`src/design/typed_value_scan_filter_assert.svh`:
```
// assertion macros for the scan filter
`ifndef TYPED_VALUE_SCAN_FILTER_ASSERT_SVH
`define TYPED_VALUE_SCAN_FILTER_ASSERT_SVH
`ifndef NO_ASSERTIONS
`define TVSF_ASSERT(label, clk, rst_n, prop, msg) \
  label: assert property (@(posedge clk) disable iff (!rst_n) prop) else $error(msg);
`define TVSF_ASSERT_RST(label, clk, prop, msg) \
  label: assert property (@(posedge clk) prop) else $error(msg);
`else
`define TVSF_ASSERT(label, clk, rst_n, prop, msg)
`define TVSF_ASSERT_RST(label, clk, prop, msg)
`endif
`endif

```
`src/design/tvsf_pkg.sv`:
```
package tvsf_pkg;

  typedef enum logic [2:0] {
    KIND_U8  = 3'd0,
    KIND_S8  = 3'd1,
    KIND_U16 = 3'd2,
    KIND_S16 = 3'd3,
    KIND_U32 = 3'd4,
    KIND_S32 = 3'd5,
    KIND_F32 = 3'd6,
    KIND_RSV = 3'd7
  } value_kind_e;

  typedef enum logic [2:0] {
    MODE_EQ   = 3'd0,
    MODE_NE   = 3'd1,
    MODE_GT   = 3'd2,
    MODE_LT   = 3'd3,
    MODE_CHG  = 3'd4,
    MODE_SAME = 3'd5,
    MODE_INC  = 3'd6,
    MODE_DEC  = 3'd7
  } compare_mode_e;

  typedef enum logic [1:0] {
    REG_VALUE_KIND   = 2'd0,
    REG_COMPARE_MODE = 2'd1,
    REG_TARGET_VALUE = 2'd2,
    REG_ALIGNED_ONLY = 2'd3
  } reg_index_e;

  typedef struct packed {
    logic        first_of_scan;
    logic [31:0] address;
    logic [31:0] current_value;
    logic [31:0] previous_value;
  } cand_t;

  typedef struct packed {
    logic [31:0] match_address;
    logic [31:0] match_previous;
    logic [31:0] match_current;
    logic [15:0] result_index;
    logic        cap_reached;
  } match_t;

endpackage

```
`src/design/typed_value_scan_filter.sv`:
```
// typed value scan filter
// path: an accepted candidate goes through the input register, then the result register
// throughput: one candidate per cycle while in_stall_o is low; a skid register holds one result under stall
// reset: asynchronous active low; registers return to u32/equal/target 0/aligned,
//   match count cleared, both pipeline stages empty
`include "typed_value_scan_filter_assert.svh"
module typed_value_scan_filter #(
  parameter int unsigned MAX_RESULTS = 65536
) (
  input  logic                  clk_i,
  input  logic                  rst_ni,
  input  logic                  psel,
  input  logic                  penable,
  input  logic                  pwrite,
  input  logic [3:0]            paddr,
  input  logic [31:0]           pwdata,
  output logic [31:0]           prdata,
  output logic                  pready,
  input  logic                  in_valid_i,
  output logic                  in_stall_o,
  input  tvsf_pkg::cand_t       in_data_i,
  output logic                  out_valid_o,
  input  logic                  out_stall_i,
  output tvsf_pkg::match_t      out_data_o
);

  localparam int unsigned CntW = $clog2(MAX_RESULTS + 1);
  localparam logic [CntW-1:0] CapVal = CntW'(MAX_RESULTS);

  // configuration registers
  logic [2:0]  kind_q;
  logic [2:0]  mode_q;
  logic [31:0] target_q;
  logic        aligned_q;
  logic        wr_en;

  assign pready = 1'b1;
  assign wr_en  = psel && penable && pwrite;

  always_ff @(posedge clk_i or negedge rst_ni) begin
    if (!rst_ni) begin
      kind_q    <= tvsf_pkg::KIND_U32;
      mode_q    <= tvsf_pkg::MODE_EQ;
      target_q  <= '0;
      aligned_q <= 1'b1;
    end else if (wr_en && paddr[1:0] == 2'b00) begin
      unique case (tvsf_pkg::reg_index_e'(paddr[3:2]))
        tvsf_pkg::REG_VALUE_KIND:   kind_q    <= pwdata[2:0];
        tvsf_pkg::REG_COMPARE_MODE: mode_q    <= pwdata[2:0];
        tvsf_pkg::REG_TARGET_VALUE: target_q  <= pwdata;
        tvsf_pkg::REG_ALIGNED_ONLY: aligned_q <= pwdata[0];
        default: ;
      endcase
    end
  end

  // register read back
  always_comb begin
    prdata = '0;
    unique case (tvsf_pkg::reg_index_e'(paddr[3:2]))
      tvsf_pkg::REG_VALUE_KIND:   prdata = {29'd0, kind_q};
      tvsf_pkg::REG_COMPARE_MODE: prdata = {29'd0, mode_q};
      tvsf_pkg::REG_TARGET_VALUE: prdata = target_q;
      tvsf_pkg::REG_ALIGNED_ONLY: prdata = {31'd0, aligned_q};
      default: prdata = '0;
    endcase
  end

  // output side: main result register plus skid register
  logic             out_v_q, skid_v_q;
  tvsf_pkg::match_t out_q, skid_q;
  logic             s1_v_q;
  tvsf_pkg::cand_t  s1_q;
  logic             s1_adv;

  // stage 1 advances when the skid slot is free
  assign s1_adv     = !skid_v_q;
  assign in_stall_o = skid_v_q;

  always_ff @(posedge clk_i or negedge rst_ni) begin
    if (!rst_ni) begin
      s1_v_q <= 1'b0;
    end else if (s1_adv) begin
      s1_v_q <= in_valid_i;
    end
  end

  always_ff @(posedge clk_i) begin
    if (s1_adv && in_valid_i) begin
      s1_q <= in_data_i;
    end
  end

  // value decode and compare
  logic [31:0] opa, opb, key_a, key_b, mask, sgn;
  logic        is_f32, is_sgn, misal, nan_any, zero_both, ord_eq, ord_gt, ord_lt, hit;
  logic [1:0]  low_bits;

  always_comb begin
    opa    = s1_q.current_value;
    opb    = (mode_q[2]) ? s1_q.previous_value : target_q;
    is_f32 = (kind_q == tvsf_pkg::KIND_F32);
    is_sgn = 1'b0;
    mask   = 32'hFFFF_FFFF;
    sgn    = 32'h8000_0000;
    low_bits = 2'b00;
    case (tvsf_pkg::value_kind_e'(kind_q))
      tvsf_pkg::KIND_U8, tvsf_pkg::KIND_S8: begin
        mask = 32'h0000_00FF; sgn = 32'h0000_0080; low_bits = 2'b00;
      end
      tvsf_pkg::KIND_U16, tvsf_pkg::KIND_S16: begin
        mask = 32'h0000_FFFF; sgn = 32'h0000_8000; low_bits = 2'b01;
      end
      default: begin
        low_bits = 2'b11;
      end
    endcase
    is_sgn = (kind_q == tvsf_pkg::KIND_S8) || (kind_q == tvsf_pkg::KIND_S16) ||
             (kind_q == tvsf_pkg::KIND_S32);
    misal  = aligned_q && ((s1_q.address[1:0] & low_bits) != 2'b00);

    nan_any   = is_f32 && (((opa[30:23] == 8'hFF) && (opa[22:0] != '0)) ||
                           ((opb[30:23] == 8'hFF) && (opb[22:0] != '0)));
    zero_both = is_f32 && (opa[30:0] == '0) && (opb[30:0] == '0);

    if (is_f32) begin
      key_a = opa[31] ? ~opa : (opa | 32'h8000_0000);
      key_b = opb[31] ? ~opb : (opb | 32'h8000_0000);
    end else begin
      key_a = (opa & mask) ^ (is_sgn ? sgn : 32'd0);
      key_b = (opb & mask) ^ (is_sgn ? sgn : 32'd0);
    end
    ord_eq = zero_both || (key_a == key_b);
    ord_gt = !ord_eq && (key_a > key_b);
    ord_lt = !ord_eq && !ord_gt;

    case (tvsf_pkg::compare_mode_e'(mode_q))
      tvsf_pkg::MODE_EQ, tvsf_pkg::MODE_SAME: hit = ord_eq;
      tvsf_pkg::MODE_NE, tvsf_pkg::MODE_CHG:  hit = !ord_eq;
      tvsf_pkg::MODE_GT, tvsf_pkg::MODE_INC:  hit = ord_gt;
      default:                                hit = ord_lt;
    endcase
    hit = hit && !nan_any && !misal;
  end

  // match counter
  logic [CntW-1:0] cnt_q, cnt_base, cnt_next;
  logic            emit;

  assign cnt_base = s1_q.first_of_scan ? '0 : cnt_q;
  assign emit     = s1_v_q && s1_adv && hit && (cnt_base < CapVal);
  assign cnt_next = cnt_base + CntW'(1);

  always_ff @(posedge clk_i or negedge rst_ni) begin
    if (!rst_ni) begin
      cnt_q <= '0;
    end else if (s1_v_q && s1_adv) begin
      cnt_q <= emit ? cnt_next : cnt_base;
    end
  end

  tvsf_pkg::match_t res;
  logic [CntW+15:0] base_ext;
  assign base_ext = {16'd0, cnt_base};

  always_comb begin
    res.match_address  = s1_q.address;
    res.match_previous = s1_q.previous_value;
    res.match_current  = s1_q.current_value;
    res.result_index   = base_ext[15:0];
    res.cap_reached    = (cnt_next >= CapVal);
  end

  // result register with skid
  always_ff @(posedge clk_i or negedge rst_ni) begin
    if (!rst_ni) begin
      out_v_q  <= 1'b0;
      skid_v_q <= 1'b0;
    end else begin
      if (out_v_q && out_stall_i && !skid_v_q) begin
        skid_v_q <= emit;
      end else if (!out_stall_i || !out_v_q) begin
        if (skid_v_q) begin
          out_v_q  <= 1'b1;
          skid_v_q <= 1'b0;
        end else begin
          out_v_q <= emit;
        end
      end
    end
  end

  always_ff @(posedge clk_i) begin
    if (out_v_q && out_stall_i && !skid_v_q) begin
      skid_q <= res;
    end else if (!out_stall_i || !out_v_q) begin
      out_q <= skid_v_q ? skid_q : res;
    end
  end

  assign out_valid_o = out_v_q;
  assign out_data_o  = out_q;

  // checks
  `TVSF_ASSERT(a_skid_needs_out, clk_i, rst_ni, skid_v_q |-> out_v_q,
               "skid full while output empty")
  `TVSF_ASSERT(a_cnt_cap, clk_i, rst_ni, cnt_q <= CapVal, "match count beyond cap")
  `TVSF_ASSERT(a_stall_out_hold, clk_i, rst_ni,
               (out_v_q && out_stall_i) |=> (out_v_q && $stable(out_q)),
               "stalled result changed")
  `TVSF_ASSERT_RST(a_rst_empty, clk_i, !rst_ni |-> (!out_v_q && !skid_v_q),
                   "pipeline not empty in reset")

endmodule
```
`config.mk`:
```
export PLATFORM = sky130hd
export DESIGN_NAME = typed_value_scan_filter
export DESIGN_NICKNAME = d
export VERILOG_FILES = /design/src/design/tvsf_pkg.sv /design/src/design/typed_value_scan_filter.sv
export VERILOG_INCLUDE_DIRS = /design/src /design/src/design
export SDC_FILE = /design/constraint.sdc
export NUM_CORES = 1
export LEC_CHECK = 0
export BUFFER_PORTS_ARGS = -buffer_cell sky130_fd_sc_hd__buf_4
export CAP_MARGIN = 30
export CORE_MARGIN = 10
export CORE_UTILIZATION = 60
export CTS_CLUSTER_SIZE = 14
export DETAILED_ROUTE_END_ITERATION = 12
export PLACE_DENSITY_LB_ADDON = 0.12
export REMOVE_ABC_BUFFERS = 1
export SLEW_MARGIN = 10
export SYNTH_ARGS = -nofsm -noshare
export SYNTH_HDL_FRONTEND = slang
export SYNTH_SLANG_ARGS = --single-unit
```
`constraint.sdc`:
```
create_clock -name clk_i -period 15.73 [get_ports clk_i]
set_input_delay 3.146 -clock clk_i [delete_from_list [all_inputs] [get_ports clk_i]]
set_output_delay 3.146 -clock clk_i [all_outputs]
set_load 0.01 [all_outputs]
```
Word-level counts from Yosys, hierarchy flattened --
Cells that the tools add are included.
Operators by class: eq/ne operators 16, bitwise operators 8, multiplexer cells 17, reductions and logical operators 51, $add $sub $neg 1, $lt $le $gt $ge 3
Operators with widths (count):
- $mux 32 | 6
- $pmux 32 s2 | 2
- $pmux 32 s4 | 1
- $mux 113 | 1
- $and 32x32->32 | 2
- $not 32->32 | 2
- $xor 32x32->32 | 2
- $logic_not 31->1 | 2
- $reduce_bool 23->1 | 2
- $mux 17 | 2
- $eq 32x32->1 | 1
- $gt 32x32->1 | 1
- $logic_and 1x1->1 | 19
- $add 17x1->17 const B | 1
- $ge 17x17->1 const B | 1
- $lt 17x17->1 const B | 1
- $eq 8x8->1 const B | 2
- $eq 3x3->1 const B | 5
- $reduce_and 2->1 | 5
- $reduce_or 2->1 | 5
- $eq 3x2->1 const B | 3
- $logic_not 1->1 | 7
- $eq 3x1->1 const B | 2
- $logic_not 3->1 | 2
- other kinds (10) | 19
Word-level totals: bits of input ports 140, logic and storage cells 118, flip-flop bits (word level) 382, output and inout bits 148

Longest topological paths before layout --
Gate-level depths: netlist of the first run.
depth in word-level cells 18, mapped depth 20, mapped depth without buffers 15

Worst setup path after synthesis of the first run --
No wires, ideal clock.
kind input -> register, from input port out_stall_i, to register skid_q[0] (netlist bit), enable pin, arrival 10.720 ns, slack 4.426 ns, path buffers 0, cell stages on the path 2, library setup time 0.585 ns, required time 15.145 ns, path through nand2_1 -> nor2_1
Between the ends: longest elaborated chain between the ends 2
RTL lines:
- start, declared | line typed_value_scan_filter.sv:23 | input logic out_stall_i,
- $logic_and 1x1->1 (2 in series) | line typed_value_scan_filter.sv:194 | if (out_v_q && out_stall_i && !skid_v_q) begin
- end signal, assigned | line typed_value_scan_filter.sv:195 | skid_q <= res;
- end, declared | line typed_value_scan_filter.sv:71 | tvsf_pkg::match_t out_q, skid_q;
No other way between the ends. A chain may end at the register's enable or synchronous reset.

Worst setup path in the final report of the first run --
from input port paddr[3], to output port prdata[30]
Between the ends: longest elaborated chain between the ends 2, elaborated cells between the ends (all ways) 5, those cells by class 3 x eq/ne; 1 x mux; 1 x reduce/logical
RTL lines:
- start, declared | line typed_value_scan_filter.sv:15 | input logic [3:0] paddr,
- $eq 2x2->1, or another cell as far along | line typed_value_scan_filter.sv:60 | unique case (tvsf_pkg::reg_index_e'(paddr[3:2]))
- $pmux 32 s4 (*) | line typed_value_scan_filter.sv:60
- end, declared | line typed_value_scan_filter.sv:17 | output logic [31:0] prdata,
Every way passes the cells marked *; elsewhere a longest branch is shown, timed or not.

==> run metrics, run 1 <==
Pwr Total 2.80 mW; Avg Inst Size Synth 15.6 um2; Detailed Place HPWL 27,100 um; Pins Over Slew Limit 0; Finished Core Util 0.749; GPL Wtd Cong 0.834; Post-synth EDFFs 323; Placement Cell Area 18,700 um2; initial antenna violation count 0; P_int 2.07 mW; # rows 60; post_cts resized 0; actual slew at the worst max-slew pin 956 ps; Via Count 9,848; clk_lat worst skew 530 ps; clk slew on worst S/H paths 60 ps; post-CTS setup buffers 0; outcome finished, final reports clean; die area 33,900 um2; Die Ht 184 um; Leak Pwr 7.85 nW; final hold violations 0; TritonCTS clock tree built; Worst EP required 12,580 ps; Hold Crit Class flip-flop to flip-flop; multiplexer area fraction after synthesis 0.130; area grow syn2layout 23.8%; share of power burned in registers 0.488; largest family of logic cells by synthesized area multiplexers; largest net degree at the start of global routing 67; ant diodes 0; DR top layer met4; RSZ-0062 raised after global routing false; DRC viols 0; Comb pwr share 0.176; Power Dens Cells 140 nW/um2; post-synthesis adder-cell area fraction 0.0255; Seq/Total Area, Yosys 0.691; Tmin final 7320 ps; Synth Area in Compound Gates 0.0309; Crit Path Class input port to output pin; Slew Limit Headroom 0.363; first-pass GRT wire length 59,100 um; vias in the first global route 10,100; Clock Path Buffers 3; asr flop ratio synth 0.154; setup ws final 8410 ps; # setup viols final 0; sw frac 0.259; Routed Antenna Nets 0; fin crit share 0.465; Final TNS setup 0 ps; Die Wd 184 um; total track usage 0.226; non-filler instance count after layout 1,700; minimum hold slack 449 ps; CTS Root Cell clkbuf_16; global route total overflow 0; DRT Pass-1 Iters 5; fmax 137 MHz; Starting Density 0.605; fin area 20,000 um2; number of buffers added on ports 286; drt wl/cell 22.8 um; Routed Wire Length 38,800 um; WL met3 3010 um; Synth Warn # 0; CP Capture Type output pin; TritonCTS Sinks 382; Switch Pwr 0.724 mW; Filler cells 1,686; CP Max Fanout 21; Core Box Area 26,700 um2; IO Pins 288; CTS Buf Count 39; register bit total from synthesis 382; dpl cells 1,628; share of cells above drive strength 1 0.383; Unique masters post-synth 59; Hold Buf Count CTS 0; met1 WL 16,300 um; nets 1,502; startpoint types input port; WL met2 19,000 um; DR iter-0 viols 757; Peak VDD IR 118 uV; Post-Syn Area 16,200 um2; top_reg_cell synth edfxtp_1; post-synthesis simple-gate area fraction 0.0818; WP data arrival 4170 ps; worst slack, placed 8410 ps; xor and xnor area share after synthesis 0.0265; H-tree Lvls 2; clock share of power 0.335; Worst Clk Skew 16.1 ps; Via density 5.79; max cap viols 0; Post-Synthesis Cells 1,037
## layer usage
layer / up-vias / global-route usage
li1: 4537 / -
met1: 4915 / 0.302
met2: 360 / 0.368
met3: 36 / 0.0563
met4: 0 / 0.0475
met5: - / 0
## power groups by stage
stage,logic [mW],registers [mW],clock network (mW)
after global routing,0.541,1.38,0.992
after detailed placement,0.499,1.38,0
after floorplan,0.231,1.42,0
final,0.493,1.37,0.937
after CTS,0.501,1.37,0.949
after global placement,0.484,1.38,0
## kinds of logic after synthesis
group / count (synthesis)
buffers and inverters: 52
adder cells (fa/ha/maj): 33
multiplexers: 191
AO/OA/AOI/OAI: 82
XOR/XNOR: 49
AND/OR/NAND/NOR: 247
flip-flops: 382
other: 1
## state kept, by name (all words and copies together), names as in the netlist
signal	flops
aligned_q	1
cnt_q	17
in_stall_o	1
kind_q	3
mode_q	3
opa	32
out_data_o	113
out_valid_o	1
res	64
s1_q	1
s1_v_q	1
skid_q	113
target_q	32
## worst max-delay path, cell delays in order
cell and delay (ps):
buf_4 130, nor2b_2 370, buf_8 230, and2_1 160, buf_4 120
## cell type report
cell class                 instances  area [um2]  share of cell area
clock buffer                      62        1150              0.0577
clock inverter                     9         155             0.00775
inverter                           6        22.5             0.00112
multi-input combinational        603        4810               0.240
sequential                       382       11200               0.559
tap                              341         427              0.0213
timing repair buffer             297        2270               0.113
## final timing paths
check | from | endpoint | slack [ps] | cells after the start
min in group asynchronous | rst_ni | target_q[9] | 2710 | 1
min | res[92] | skid_q[92] | 450 | 0
max reg2reg | kind_q[1] | cnt_q[1] | 10690 | 16
max in group asynchronous | rst_ni | in_stall_o | 12330 | 1
max | paddr[3] | prdata[30] | 8410 | 5
min reg2reg | res[92] | skid_q[92] | 450 | 0
## cell usage after synthesis (all sizes together) (2+ instances only)
cell type / instances / share of area
o21ai: 20 / 0.0062
o211ai: 3 / 0.0014
edfxtp: 323 / 0.60
xor2: 33 / 0.018
inv: 6 / 0.0014
a221o: 3 / 0.0019
and4: 2 / 0.0011
o21a: 2 / 0.00093
a22oi: 2 / 0.00093
clkbuf: 30 / 0.0070
mux2i: 42 / 0.026
buf: 16 / 0.0052
or4: 4 / 0.0019
nand2b: 5 / 0.0019
a21o: 4 / 0.0019
nand2: 63 / 0.015
a21oi: 33 / 0.010
nand3: 11 / 0.0034
nor2: 31 / 0.0072
mux2: 148 / 0.10
nand4: 22 / 0.0089
xnor2: 16 / 0.0087
ha: 33 / 0.026
o22ai: 2 / 0.00077
a211oi: 2 / 0.0012
dfrtp: 57 / 0.088
or2: 2 / 0.00077
and2: 30 / 0.012
a31oi: 2 / 0.00077
nor2b: 21 / 0.0081
nor3: 24 / 0.0074
nor4: 24 / 0.011
dfstp: 2 / 0.0032
and3: 2 / 0.00077
o31ai: 2 / 0.00093
## layout by cell type, fill, tap and decap left out, types with 5 or more instances in the layout
cell / n
a21oi_1: 33
and2_1: 30
buf_4: 294
clkbuf_1: 16
clkbuf_16: 41
clkbuf_8: 5
dfrtp_1: 55
edfxtp_1: 323
ha_1: 33
inv_1: 5
mux2_2: 148
mux2i_1: 42
nand2_1: 61
nand2b_1: 5
nand3_1: 11
nand4_1: 21
nor2_1: 29
nor2b_1: 19
nor3_1: 24
nor4_1: 20
o21ai_0: 19
xnor2_1: 16
xor2_1: 33
(Power assumes the default switching activity.)
==> run 2, diff against run 1 <==
--- a/config.mk
+++ b/config.mk
@@ -6,10 +6,11 @@
 export SDC_FILE = /design/constraint.sdc
 export NUM_CORES = 1
 export LEC_CHECK = 0
+export ABC_AREA = 1
 export BUFFER_PORTS_ARGS = -buffer_cell sky130_fd_sc_hd__buf_4
 export CAP_MARGIN = 30
 export CORE_MARGIN = 10
-export CORE_UTILIZATION = 60
+export CORE_UTILIZATION = 51
 export CTS_CLUSTER_SIZE = 14
 export DETAILED_ROUTE_END_ITERATION = 12
 export PLACE_DENSITY_LB_ADDON = 0.12
==> constraint.sdc (replaced) <==
create_clock -name clk_i -period 6.55 [get_ports clk_i]
set_input_delay 1.31 -clock clk_i [delete_from_list [all_inputs] [get_ports clk_i]]
set_output_delay 1.31 -clock clk_i [all_outputs]
set_load 0.01 [all_outputs]
==> run 2 against run 1 <==
  * Largest cell class unchanged
  * Count of clock-buffer cells in the layout fell by 4
  * Hold slack got worse by 2.4 ps
  * Total power rose by 140%
  * First-iteration DRC count grew 6.2%
  * Clock skew down 3.6 ps
  * Critical endpoint is now cnt_q[15]
  * Worst setup slack worse by 6700 ps
  * Highest routed layer unchanged
  * Critical path type is now flip-flop to flip-flop
==> run metrics, run 2 <==
outcome finished, final reports clean; IO Pins 288; Clock Path Buffers 3; area grow syn2layout 23.5%; Peak VDD IR 261 uV; most frequent cell after synthesis nand2_1; actual slew at the worst max-slew pin 914 ps; drt wl/cell 18.8 um; Slew Limit Headroom 0.389; ranking of synthesized cells by area edfxtp_1 (59%), nand2_1 (11%), dfrtp_1 (8.6%), o21ai_0 (4.7%), inv_1 (3.8%); Post-synth EDFFs 323; CP Capture Type flip-flop; post-synthesis simple-gate area fraction 0.155; multiplexer area fraction after synthesis 0; clock share of power 0.335; # rows 65; share of power burned in registers 0.482; DR iter-0 viols 804; Final TNS setup 0 ps; crit-path cells inv_2 > nor2_1 > inv_1 > nor2_1 > buf_4 > inv_1 > nand2_1 > a21oi_1 > a31oi_1 > ha_1 > a21oi_1 > nand2_1 > a21oi_1 > nand2_1 > nand2_1 > nand2_1 > nor2_1 > nor2_2 > nor2_4 > nand3_4 > inv_4 > nand2_1 > nand2_1 > nand2_1; commonest non-fill, non-tap cell in the layout nand2_1; die area 40,000 um2; Hold Buf Count CTS 0; Die Ht 200 um; Yosys top cell by area edfxtp_1; Switch Pwr 1.86 mW; clk_lat worst skew 530 ps; Tmin final 4800 ps; asr flop ratio synth 0.154; Avg Inst Size Synth 10.7 um2; H-tree Lvls 2; total track usage 0.212; CTS Buf Count 41; CP Max Fanout 34; RSZ-0062 raised after global routing false; met2 Use GR 0.345; first-pass GRT wire length 65,600 um; P_int 4.84 mW; Largest stage delay, worst path 910 ps; TritonCTS Sinks 382; met1 Use GR 0.281; CP max-delay cell dfstp_2; xor and xnor area share after synthesis 0.0101; grt met3 use 0.0534; crit-path most repeated cell nand2_1; GRT busiest layer met2; setup ws final 1750 ps; Comb pwr share 0.183; Hold Crit Class flip-flop to flip-flop; synth cell count leaders nand2_1 (467), edfxtp_1 (323), inv_1 (169), o21ai_0 (154), nor2_1 (112); top_reg_cell synth edfxtp_1; non-filler instance count after layout 2,303; post-synthesis adder-cell area fraction 0.0250; global route total overflow 0; Detailed Place HPWL 30,600 um; Worst Clk Skew 12.5 ps; post-CTS setup buffers 0; vias in the first global route 11,600; Pins Over Slew Limit 0; Leak Pwr 8.88 nW; sw frac 0.277; largest family of logic cells by synthesized area simple AND/OR/NAND/NOR gates; minimum hold slack 447 ps; fmax 208 MHz; Worst EP required 6960 ps; largest net degree at the start of global routing 84; nets 2,003; Via Count 11,700; initial antenna violation count 5; most frequent cells in the layout nand2_1 (466), edfxtp_1 (323), buf_4 (298); register bit total from synthesis 382; startpoint types flip-flop; Synth Area in Compound Gates 0.0770; share of the synthesized area in the top cell type 0.586; Post-Syn Area 16,500 um2; CTS Root Cell clkbuf_16; TritonCTS clock tree built; # setup viols final 0; Power Dens Cells 328 nW/um2; worst slack, placed 1790 ps; share of cells above drive strength 1 0.214; Post-Synthesis Cells 1,545; DRC viols 0; Routed Antenna Nets 0; GPL Wtd Cong 0.958; Synth Warn # 0; final hold violations 0; clk slew on worst S/H paths 60 ps; Unique masters post-synth 42; dpl cells 2,221; post_cts resized 0; Core Box Area 31,800 um2; DRT Pass-1 Iters 5; Seq/Total Area, Yosys 0.676; Routed Wire Length 43,200 um; Die Wd 200 um; Via density 5.10; Crit Path Class flip-flop to flip-flop; number of buffers added on ports 286; Starting Density 0.520; fin crit share 0.733; WP data arrival 5210 ps; Finished Core Util 0.642; max cap viols 0
==> run 2: power by group through the flow <==
stage | Clock [mW] | Sequential, mW | Combinational (mW)
2_1_floorplan | 0 | 3.36 | 0.555
3_3_place_gp | 0 | 3.27 | 1.21
3_5_place_dp | 0 | 3.27 | 1.23
4_1_cts | 2.29 | 3.23 | 1.24
5_1_grt | 2.39 | 3.26 | 1.37
6_report | 2.25 | 3.23 | 1.23
==> run 2: cell type report <==
cell class                 instances  area [um2]
multi-input combinational        931        4450
timing repair buffer             299        2260
inverter                         175         659
sequential                       382       11200
clock inverter                    18         154
tap                              435         544
clock buffer                      58        1150
antenna                            5        12.5
fill                            2512       11400
==> run 2: metal layers <==
metal | part of all wire | up-vias | wire length, um
met4 | 0.018 | 0 | 785
met3 | 0.088 | 49 | 3800
met2 | 0.47 | 423 | 20200
met1 | 0.43 | 5537 | 18400
met5 | 0 | - | 0
li1 | - | 5725 | -
==> run 2: path summary, 6_finish.rpt <==
kind / start / endpoint / slack (ps) / depth (start not counted)
max in group asynchronous: rst_ni / in_stall_o / 5050 / 1
hold / removal: opa[7] / skid_q[24] / 450 / 0
setup / recovery: kind_q[2] / cnt_q[15] / 1750 / 24
hold reg to reg: opa[7] / skid_q[24] / 450 / 0
setup reg to reg: kind_q[2] / cnt_q[15] / 1750 / 24
min in group asynchronous: rst_ni / target_q[8] / 880 / 1
==> run 2: per-stage QoR <==
step | power [mW] | area [um2]
finish | 6.70 | 20400
global placement | 4.48 | 19100
CTS | 6.75 | 20400
floorplan | 3.92 | 16300
detailed placement | 4.51 | 19100
global route | 7.02 | 20400
==> run 2: worst max-delay path: cells and delay by family (launching register included) <==
family          cells  cell delay (ps)
fa+ha+maj           1              290
flops               1              910
buf+inv             5             1120
compound gates      4              510
simple gates       14             1830
==> run 2: cells by family after synthesis <==
logic type | Yosys count
buffers and inverters | 232
flip-flops | 382
other | 1
AO/OA/AOI/OAI | 232
XOR/XNOR | 19
adder cells (fa/ha/maj) | 33
AND/OR/NAND/NOR | 646
